===== src/rtl/core/wlru_pkg.sv =====
// ----------------------------------------------------------------------------
// wlru_pkg
// Shared types and constants of the weighted lru cache evictor.
// ----------------------------------------------------------------------------
package wlru_pkg;

  localparam int unsigned DefEntries = 16;

  localparam int unsigned KeyW    = 32;
  localparam int unsigned CountW  = 16;
  localparam int unsigned WeightW = 17;
  localparam int unsigned MaxW    = 16;
  localparam int unsigned FracW   = 9;

  localparam logic [MaxW-1:0]  MaxSizeRst = 16'd1024;
  localparam logic [FracW-1:0] FracRst    = 9'd192;
  localparam logic [FracW-1:0] FracFull   = 9'd256;

  typedef enum logic [1:0] {
    CMD_UPDATE = 2'd0,
    CMD_REMOVE = 2'd1,
    CMD_TRIM   = 2'd2,
    CMD_RSVD   = 2'd3
  } cmd_e;

  typedef enum logic [2:0] {
    ST_EVICTED  = 3'd0,
    ST_STORED   = 3'd1,
    ST_REJECTED = 3'd2,
    ST_REMOVED  = 3'd3,
    ST_ABSENT   = 3'd4,
    ST_TRIMMED  = 3'd5
  } status_e;

  typedef enum logic {
    CFG_MAX_SIZE   = 1'b0,
    CFG_CLEAN_FRAC = 1'b1
  } cfg_idx_e;

endpackage


===== src/rtl/core/wlru_wmark.sv =====
// ----------------------------------------------------------------------------
// wlru_wmark
// Low watermark: max(1, floor(max_size * min(fraction, 256) / 256)), registered.
// ----------------------------------------------------------------------------
module wlru_wmark import wlru_pkg::*; (
  input  logic               clk_i,
  input  logic [MaxW-1:0]    max_size_i,
  input  logic [FracW-1:0]   frac_i,
  output logic [MaxW-1:0]    wmark_o
);

  logic [FracW-1:0]      frac_sat;
  logic [MaxW+FracW-1:0] prod;
  logic [MaxW-1:0]       wmark_d, wmark_q;

  assign frac_sat = (frac_i > FracFull) ? FracFull : frac_i;
  assign prod     = (MaxW+FracW)'(max_size_i) * (MaxW+FracW)'(frac_sat);
  assign wmark_d  = (prod[MaxW+7:8] == '0) ? MaxW'(1) : prod[MaxW+7:8];

  always_ff @(posedge clk_i) begin
    wmark_q <= wmark_d;
  end

  assign wmark_o = wmark_q;

endmodule


===== src/rtl/core/weighted_lru_cache_evictor.sv =====
// command flow: update or remove scans the recency list at one entry per cycle, then
// shifts the younger entries down one per cycle
// eviction pass: one evicted beat per cycle unless the output stalls, after a read state
// throughput: one command at a time, the next is taken once the last beat is registered
// reset: table empty, weight zero, max_size 1024, clean_fraction 192; no clearing pass
// ----------------------------------------------------------------------------
// weighted_lru_cache_evictor
// Weighted lru table of directory keys with low watermark eviction, kept as a
// circular recency list in a single-port-write memory (head = least recent).
// ----------------------------------------------------------------------------
module weighted_lru_cache_evictor import wlru_pkg::*; #(
  parameter int unsigned Entries = DefEntries
) (
  input  logic               clk_i,
  input  logic               rst_ni,
  input  logic               cfg_we_i,
  input  logic               cfg_idx_i,
  input  logic [MaxW-1:0]    cfg_data_i,
  input  logic               s_axis_tvalid_i,
  output logic               s_axis_tready_o,
  input  logic [47:0]        s_axis_tdata_i,   // dir_key, entry_count
  input  logic [1:0]         s_axis_tuser_i,   // command
  output logic               m_axis_tvalid_o,
  input  logic               m_axis_tready_i,
  output logic [71:0]        m_axis_tdata_o,   // key_out, freed_entries, total_weight
  output logic [2:0]         m_axis_tuser_o,   // status
  output logic               m_axis_tlast_o
);

  localparam int unsigned AW = $clog2(Entries);
  localparam int unsigned CW = $clog2(Entries + 1);
  localparam int unsigned SW = CW + 1;
  localparam int unsigned EW = KeyW + CountW;
  localparam logic [CW-1:0] FullCnt = CW'(Entries);
  localparam logic [SW-1:0] WrapS   = SW'(Entries);
  localparam logic [AW-1:0] LastIdx = AW'(Entries - 1);

  typedef enum logic [3:0] {
    S_IDLE, S_SCAN, S_SHIFT, S_EVF_RD, S_EVF, S_STORE, S_STORED, S_PASS_RD, S_PASS, S_ONE
  } state_e;

  function automatic logic [AW-1:0] phys(logic [AW-1:0] h, logic [CW-1:0] p);
    logic [SW-1:0] s;
    s = SW'(h) + SW'(p);
    if (s >= WrapS) s = s - WrapS;
    return s[AW-1:0];
  endfunction

  state_e state_d, state_q;
  cmd_e   cmd_d, cmd_q;
  logic [KeyW-1:0]    key_d, key_q;
  logic [CountW-1:0]  cnt_d, cnt_q;
  logic               hit_d, hit_q;
  logic [CW-1:0]      scan_d, scan_q, cmp_d, cmp_q, shr_d, shr_q, wrp_d, wrp_q;
  logic               rdp_d, rdp_q, wpend_d, wpend_q;
  logic [AW-1:0]      head_d, head_q;
  logic [CW-1:0]      used_d, used_q;
  logic [WeightW-1:0] weight_d, weight_q;
  status_e            one_st_d, one_st_q;
  logic [KeyW-1:0]    one_key_d, one_key_q;
  logic [CountW-1:0]  one_freed_d, one_freed_q;
  logic               out_vld_d, out_vld_q;
  status_e            out_st_d, out_st_q;
  logic [KeyW-1:0]    out_key_d, out_key_q;
  logic [CountW-1:0]  out_freed_d, out_freed_q;
  logic [WeightW-1:0] out_wt_d, out_wt_q;
  logic               out_last_d, out_last_q;
  logic [MaxW-1:0]    max_q;
  logic [FracW-1:0]   frac_q;
  logic [MaxW-1:0]    wmark;

  logic [EW-1:0]      mem_q [Entries];
  logic [EW-1:0]      rd_data_q;
  logic [AW-1:0]      ra, wa;
  logic               we;
  logic [EW-1:0]      wd;
  logic [KeyW-1:0]    rd_key;
  logic [CountW-1:0]  rd_cnt;
  logic               can_emit, pass_now, done;
  logic [WeightW-1:0] nw, wm17;
  logic [CW-1:0]      nu;
  logic [AW-1:0]      head_nx;

  wlru_wmark u_wmark (
    .clk_i      (clk_i),
    .max_size_i (max_q),
    .frac_i     (frac_q),
    .wmark_o    (wmark)
  );

  assign rd_key   = rd_data_q[KeyW-1:0];
  assign rd_cnt   = rd_data_q[EW-1:KeyW];
  assign can_emit = !out_vld_q || m_axis_tready_i;
  assign wm17     = WeightW'(wmark);
  assign pass_now = (weight_q > WeightW'(max_q)) && (used_q != '0)
                    && (weight_q != WeightW'(1));
  assign head_nx  = (head_q == LastIdx) ? '0 : head_q + AW'(1);
  assign nw       = weight_q - WeightW'(1) - WeightW'(rd_cnt);
  assign nu       = used_q - CW'(1);
  assign done     = !((nw > wm17) && (nu != '0));

  always_ff @(posedge clk_i) begin
    if (we) mem_q[wa] <= wd;
    rd_data_q <= mem_q[ra];
  end

  always_comb begin
    state_d = state_q; cmd_d = cmd_q; key_d = key_q; cnt_d = cnt_q; hit_d = hit_q;
    scan_d = scan_q; cmp_d = cmp_q; shr_d = shr_q; wrp_d = wrp_q;
    rdp_d = rdp_q; wpend_d = wpend_q; head_d = head_q; used_d = used_q;
    weight_d = weight_q;
    one_st_d = one_st_q; one_key_d = one_key_q; one_freed_d = one_freed_q;
    out_vld_d = out_vld_q && !m_axis_tready_i;
    out_st_d = out_st_q; out_key_d = out_key_q; out_freed_d = out_freed_q;
    out_wt_d = out_wt_q; out_last_d = out_last_q;
    ra = head_q; we = 1'b0; wa = head_q; wd = {cnt_q, key_q};

    unique case (state_q)
      S_IDLE: begin
        if (s_axis_tvalid_i) begin
          cmd_d   = cmd_e'(s_axis_tuser_i);
          key_d   = s_axis_tdata_i[KeyW-1:0];
          cnt_d   = s_axis_tdata_i[EW-1:KeyW];
          hit_d   = 1'b0;
          scan_d  = '0;
          rdp_d   = 1'b0;
          one_key_d   = s_axis_tdata_i[KeyW-1:0];
          one_freed_d = '0;
          unique case (cmd_e'(s_axis_tuser_i))
            CMD_UPDATE: begin
              if (WeightW'(s_axis_tdata_i[EW-1:KeyW]) + WeightW'(1) > WeightW'(max_q)) begin
                one_st_d = ST_REJECTED;
                state_d  = S_ONE;
              end else if (used_q == '0) begin
                state_d = S_STORE;
              end else begin
                state_d = S_SCAN;
              end
            end
            CMD_REMOVE: begin
              if (used_q == '0) begin
                one_st_d = ST_ABSENT;
                state_d  = S_ONE;
              end else begin
                state_d = S_SCAN;
              end
            end
            CMD_TRIM: begin
              one_st_d  = ST_TRIMMED;
              one_key_d = '0;
              state_d   = pass_now ? S_PASS_RD : S_ONE;
            end
            CMD_RSVD: state_d = S_IDLE;
          endcase
        end
      end
      S_SCAN: begin
        if (scan_q < used_q) ra = phys(head_q, scan_q);
        rdp_d  = scan_q < used_q;
        cmp_d  = scan_q;
        scan_d = scan_q + CW'(1);
        if (rdp_q && rd_key == key_q) begin
          rdp_d   = 1'b0;
          hit_d   = 1'b1;
          shr_d   = cmp_q + CW'(1);
          wpend_d = 1'b0;
          if (cmd_q == CMD_UPDATE) begin
            weight_d = weight_q + WeightW'(cnt_q) - WeightW'(rd_cnt);
          end else begin
            weight_d    = nw;
            one_st_d    = ST_REMOVED;
            one_freed_d = rd_cnt;
          end
          state_d = S_SHIFT;
        end else if (rdp_q && cmp_q == nu) begin
          rdp_d = 1'b0;
          if (cmd_q == CMD_REMOVE) begin
            one_st_d = ST_ABSENT;
            state_d  = S_ONE;
          end else begin
            state_d = (used_q == FullCnt) ? S_EVF_RD : S_STORE;
          end
        end
      end
      S_SHIFT: begin
        // pull each younger entry down one place, read then write in the cycle after
        if (shr_q < used_q) begin
          ra    = phys(head_q, shr_q);
          shr_d = shr_q + CW'(1);
        end
        wpend_d = shr_q < used_q;
        wrp_d   = shr_q - CW'(1);
        if (wpend_q) begin
          we = 1'b1;
          wa = phys(head_q, wrp_q);
          wd = rd_data_q;
        end
        if (shr_q >= used_q && !wpend_q) begin
          used_d  = nu;
          state_d = (cmd_q == CMD_UPDATE) ? S_STORE : S_ONE;
        end
      end
      S_EVF_RD: state_d = S_EVF;
      S_EVF: begin
        if (can_emit) begin
          out_vld_d = 1'b1; out_st_d = ST_EVICTED; out_key_d = rd_key;
          out_freed_d = rd_cnt; out_wt_d = nw; out_last_d = 1'b0;
          weight_d = nw;
          used_d   = nu;
          head_d   = head_nx;
          state_d  = S_STORE;
        end
      end
      S_STORE: begin
        we     = 1'b1;
        wa     = phys(head_q, used_q);
        used_d = used_q + CW'(1);
        if (!hit_q) weight_d = weight_q + WeightW'(1) + WeightW'(cnt_q);
        state_d = S_STORED;
      end
      S_STORED: begin
        // the stored beat is dropped when its own pass will evict it
        if (pass_now && (WeightW'(cnt_q) + WeightW'(1) > wm17)) begin
          state_d = S_PASS_RD;
        end else if (can_emit) begin
          out_vld_d = 1'b1; out_st_d = ST_STORED; out_key_d = key_q;
          out_freed_d = '0; out_wt_d = weight_q; out_last_d = !pass_now;
          state_d = pass_now ? S_PASS_RD : S_IDLE;
        end
      end
      S_PASS_RD: state_d = S_PASS;
      S_PASS: begin
        if (can_emit) begin
          ra = phys(head_q, CW'(1));
          out_vld_d = 1'b1; out_st_d = ST_EVICTED; out_key_d = rd_key;
          out_freed_d = rd_cnt; out_wt_d = nw;
          out_last_d = done && (cmd_q != CMD_TRIM);
          weight_d = nw;
          used_d   = nu;
          head_d   = head_nx;
          if (done) state_d = (cmd_q == CMD_TRIM) ? S_ONE : S_IDLE;
        end
      end
      S_ONE: begin
        if (can_emit) begin
          out_vld_d = 1'b1; out_st_d = one_st_q; out_key_d = one_key_q;
          out_freed_d = one_freed_q; out_wt_d = weight_q; out_last_d = 1'b1;
          state_d = S_IDLE;
        end
      end
      default: state_d = S_IDLE;
    endcase
  end

  always_ff @(posedge clk_i or negedge rst_ni) begin
    if (!rst_ni) begin
      state_q   <= S_IDLE;
      rdp_q     <= 1'b0;
      wpend_q   <= 1'b0;
      head_q    <= '0;
      used_q    <= '0;
      weight_q  <= '0;
      out_vld_q <= 1'b0;
      max_q     <= MaxSizeRst;
      frac_q    <= FracRst;
    end else begin
      state_q   <= state_d;
      rdp_q     <= rdp_d;
      wpend_q   <= wpend_d;
      head_q    <= head_d;
      used_q    <= used_d;
      weight_q  <= weight_d;
      out_vld_q <= out_vld_d;
      if (cfg_we_i) begin
        unique case (cfg_idx_e'(cfg_idx_i))
          CFG_MAX_SIZE:   max_q  <= cfg_data_i;
          CFG_CLEAN_FRAC: frac_q <= cfg_data_i[FracW-1:0];
        endcase
      end
    end
  end

  always_ff @(posedge clk_i) begin
    cmd_q <= cmd_d; key_q <= key_d; cnt_q <= cnt_d; hit_q <= hit_d;
    scan_q <= scan_d; cmp_q <= cmp_d; shr_q <= shr_d; wrp_q <= wrp_d;
    one_st_q <= one_st_d; one_key_q <= one_key_d; one_freed_q <= one_freed_d;
    out_st_q <= out_st_d; out_key_q <= out_key_d; out_freed_q <= out_freed_d;
    out_wt_q <= out_wt_d; out_last_q <= out_last_d;
  end

  assign s_axis_tready_o = (state_q == S_IDLE);
  assign m_axis_tvalid_o = out_vld_q;
  assign m_axis_tdata_o  = {7'd0, out_wt_q, out_freed_q, out_key_q};
  assign m_axis_tuser_o  = out_st_q;
  assign m_axis_tlast_o  = out_last_q;

endmodule


===== config.mk =====
export PLATFORM = sky130hd
export DESIGN_NAME = weighted_lru_cache_evictor
export DESIGN_NICKNAME = d
export VERILOG_FILES = /design/src/rtl/core/wlru_pkg.sv /design/src/rtl/core/wlru_wmark.sv /design/src/rtl/core/weighted_lru_cache_evictor.sv
export SDC_FILE = /design/constraint.sdc
export NUM_CORES = 2
export LEC_CHECK = 0
export ABC_AREA = 0
export BUFFER_PORTS_ARGS = -buffer_cell sky130_fd_sc_hd__buf_4
export CAP_MARGIN = 20
export CORE_ASPECT_RATIO = 1.4
export CORE_UTILIZATION = 40
export CTS_CLUSTER_DIAMETER = 100
export DETAILED_ROUTE_END_ITERATION = 7
export RECOVER_POWER = 25
export SLEW_MARGIN = 20
export SYNTH_ARGS = -nofsm -noshare
export SYNTH_HDL_FRONTEND = slang
export SYNTH_SLANG_ARGS = --single-unit

===== constraint.sdc =====
create_clock -name clk_i -period 8.1 [get_ports clk_i]
set_input_delay 0.81 -clock clk_i [delete_from_list [all_inputs] [get_ports clk_i]]
set_output_delay 0.81 -clock clk_i [all_outputs]
set_load 0.1 [all_outputs]

==> impl_results.md <==
- Clock skew: 0.0265 ns
- Core box area: 128000 sq um
- Synth Flop Type: edfxtp_1
- Via count: 30000
- Starting Density: 0.404
- #FFs+latches synth: 1080
- Clock-pin slew on the worst setup and hold paths: 0.06 ns
- Critical path peak fanout: 27
- Most frequent CP cell: fa_1
- Gr busiest metal: met2
- FF/Latch Area: 31500 sq um
- Routability cong.: 0.923
- Worst EP required: 8.72 ns
- Setup TNS: 0 ns
- Longest Clk Path Bufs: 3
- Avg Cell Area, Syn: 14.7 sq um
- CTS root buf: clkbuf_16
- Initial antenna violation count: 9
- Die X: 305 microns
- Violated checks: max-capacitance violations, max-slew violations
- Initial detailed-routing violation count: 2504
- Final hold violation count: 0
- Clock sink count: 1080
- Share of synthesized registers carrying an async set or reset: 0.0537
- Worst Setup Start Kind: register
- Largest delay share family, worst path: adder cells
- Slew headroom: -1.75
- P_leak: 0.0214 uW
- Hold WC Path Type: input pin to register
- First-pass GRT wire length: 200000 microns
- DRC Markers: 0
- Crit-path cells: nor2b_1 -> buf_4 -> nand2_1 -> fa_1 -> inv_1 -> fa_1 -> inv_1 -> fa_1 -> inv_1 -> fa_1 -> ha_1 -> nand3b_1 -> or4_1 -> a21oi_2 -> a41oi_2 -> o21bai_2 -> xor2_1 -> or4_1 -> or4_1 -> or3_1 -> o41ai_2
- WP data arrival: 7.36 ns
- Vias in the first global route: 30800
- Slew at the pin closest to its max-slew limit: 4.13 ns
- Share of cells above drive strength 1: 0.135
- Register area share after synthesis: 0.611
- Fin crit share: 0.832
- Setup ws final: 1.36 ns
- Io pins: 150
- Wirelength, routed: 135000 microns
- Final Util: 0.454
- M2 GR Usage: 0.373
- Die height: 427 microns
- Std cell rows: 155
- Syn. warnings: 0
- Pre-CTS setup slack: 1.40 ns
- CTS buffer count: 105
- Dpl hpwl: 87900 microns
- Crit end category: register
- Synth Instances: 3513
- Status: finished with violations
- Met1 Use GR: 0.250
- Bufs and invs on worst path: 4
- Unrepaired setup endpoints after global routing: no
- Total Nets Final: 4081
- Max-Cap Viols: 8
- Area occupied by multi-input gates: 18500 sq um
- Fmax: 148 MHz
- Grt total ovfl: 0
- VDD IR max: 0.564 mV
- CP max stage delay: 0.65 ns
- Crit Path Class: register to register
- PortBufs: 142
- Syn Std Cell Area: 51600 sq um
- Total GRT Usage: 0.209
- FILL cells: 11300
- Htree depth: 3
- Die area: 130000 sq um
- CTS tree: yes
- Largest net degree at the start of global routing: 146
- Pwr per Cell Area: 446 nW/um^2
- Clk_lat worst skew: 0.72 ns
- Setup-failing EPs final: 0
- Post-synth EDFFs: 958
- Period minus WS final: 6.74 ns
- Grt met3 use: 0.0261
- Max Slew Vio Count: 328
- Mean number of vias per cell: 5.50
- Critical-path top delay cell: dfrtp_1
- Synth unique cells: 83
- Routed Antenna Nets: 0
- Post-DR wirelength/cell: 24.9 microns
- Area growth syn-to-layout: 12.5%
- Drt pass-1 iters: 6
kinds of logic (layout without fill, tap and decap cells):
kind of cell,count (synthesis),in the layout,synth area share
flops,1080,1080,0.611
simple gates,778,778,0.0713
buf+inv,453,729,0.0341
compound gates,399,399,0.0523
mux,352,352,0.115
fa+ha+maj,306,306,0.0916
xor+xnor,144,144,0.0245
other cells,1,9,0.0000727
placed cells by master (no fill, tap or decap), types with 13 or more instances in the layout:
cell and instances:
nor2b_1 60, nand2_1 320, nor4_1 13, inv_1 306, edfxtp_1 958, dfrtp_1 55
mux4_2 192, xor2_1 66, a21o_1 40, clkinv_2 24, o21ai_0 122, clkinv_1 21
o21a_1 13, a31oi_1 22, ha_1 187, nand4_1 20, xnor2_1 78, mux2i_1 150
clkbuf_4 24, and2_1 79, clkbuf_16 107, a222oi_1 33, nand3_1 48, fa_1 119
nor2_4 16, nor2_1 113, nand2b_1 22, dfxtp_1 64, buf_4 78, a21oi_1 68
nor3_1 35, clkbuf_1 133
layer usage:
metal	up-vias	part of all wire
met4	6	0.047
met2	870	0.51
li1	13400	-
met5	-	0.00030
met1	15500	0.39
met3	245	0.050
registers in the layout, indices dropped and copies added (netlist names), 5 cells and up:
name,cells
mem_q,768
rd_data_q,48
key_q,32
one_key_q,32
out_key_q,32
out_wt_q,17
weight_q,17
cnt_q,16
max_q,16
one_freed_q,16
out_freed_q,16
u_wmark.wmark_o,16
frac_q,9
cmp_q,5
scan_q,5
shr_q,5
used_q,5
what timing repair did:
| item | CTS | global route |
|---|---|---|
| hold endpoints to repair | 5 | 0 |
| buffers inserted | 0 | 0 |
| hold buffers | 1 | 0 |
| resized for setup | 0 | 0 |
stage by stage:
step                      hold WS (ns)  cells  area [sq um]  total power, uW
after global placement           0.481   5242         55000            21200
after global routing             0.266   5444         58000            27400
after floorplan                  0.471   3519         51600            17600
final                            0.296   5445         58000            25800
after CTS                        0.220   5443         58400            26300
after detailed placement         0.489   5243         55000            21300
cell usage after synthesis (all sizes together), types with 5 or more instances:
library cell | n | area [sq um]
nor2b | 60 | 375
xor2 | 66 | 578
o21a | 13 | 97.6
a221oi | 6 | 52.6
inv | 307 | 1150
nand4 | 20 | 125
a222oi | 33 | 330
o211ai | 6 | 45.0
xnor2 | 78 | 683
or4 | 6 | 45.0
nand2 | 321 | 1200
dfxtp | 64 | 1280
nor4 | 13 | 81.3
nand3b | 6 | 45.0
nand3 | 48 | 240
ha | 187 | 2340
or3 | 11 | 68.8
nand2b | 23 | 144
a22oi | 11 | 82.6
mux2 | 10 | 113
and3 | 11 | 68.8
mux4 | 192 | 4320
o221a | 5 | 56.3
o21ai | 125 | 626
fa | 119 | 2380
a31oi | 22 | 138
edfxtp | 958 | 28800
clkbuf | 102 | 383
a21oi | 69 | 349
mux2i | 150 | 1500
nor3 | 35 | 175
a21o | 40 | 300
dfrtp | 55 | 1380
nor2 | 129 | 484
and2 | 82 | 513
a2111oi | 5 | 62.6
o21bai | 9 | 71.3
a211oi | 10 | 75.1
buf | 43 | 218
o22ai | 5 | 31.3
layout make-up:
cell class                 instances  area share
multi-input combinational       1986       0.319
antenna                            2   0.0000863
tap                             1648      0.0356
sequential                      1080       0.543
clock inverter                    69      0.0111
timing repair buffer             222      0.0225
clock buffer                     130      0.0484
inverter                         308      0.0200
power by group:
part / leakage [uW] / switching (uW) / internal [uW]
logic: 0.00983 / 8040 / 4940
registers: 0.00990 / 678 / 7300
clock network: 0.00168 / 2170 / 2710
total: 0.0214 / 10900 / 14900
final timing paths:
path	startpoint	end	slack, ns	cells after the start
hold reg to reg	frac_q[2]$_DFFE_PN0P_	frac_q[2]$_DFFE_PN0P_	0.50	1
setup / recovery	frac_q[8]$_DFFE_PN0P_	u_wmark.wmark_o[0]$_SDFF_PN1_	1.36	21
min in group asynchronous	rst_ni	weight_q[11]$_DFFE_PN0P_	0.56	2
max in group asynchronous	rst_ni	max_q[0]$_DFFE_PN0P_	3.81	3
hold / removal	s_axis_tdata_i[19]	key_q[19]$_DFFE_PP_	0.30	1
setup reg to reg	frac_q[8]$_DFFE_PN0P_	u_wmark.wmark_o[0]$_SDFF_PN1_	1.36	21
No activity file was read; power rests on OpenSTA's default activity.
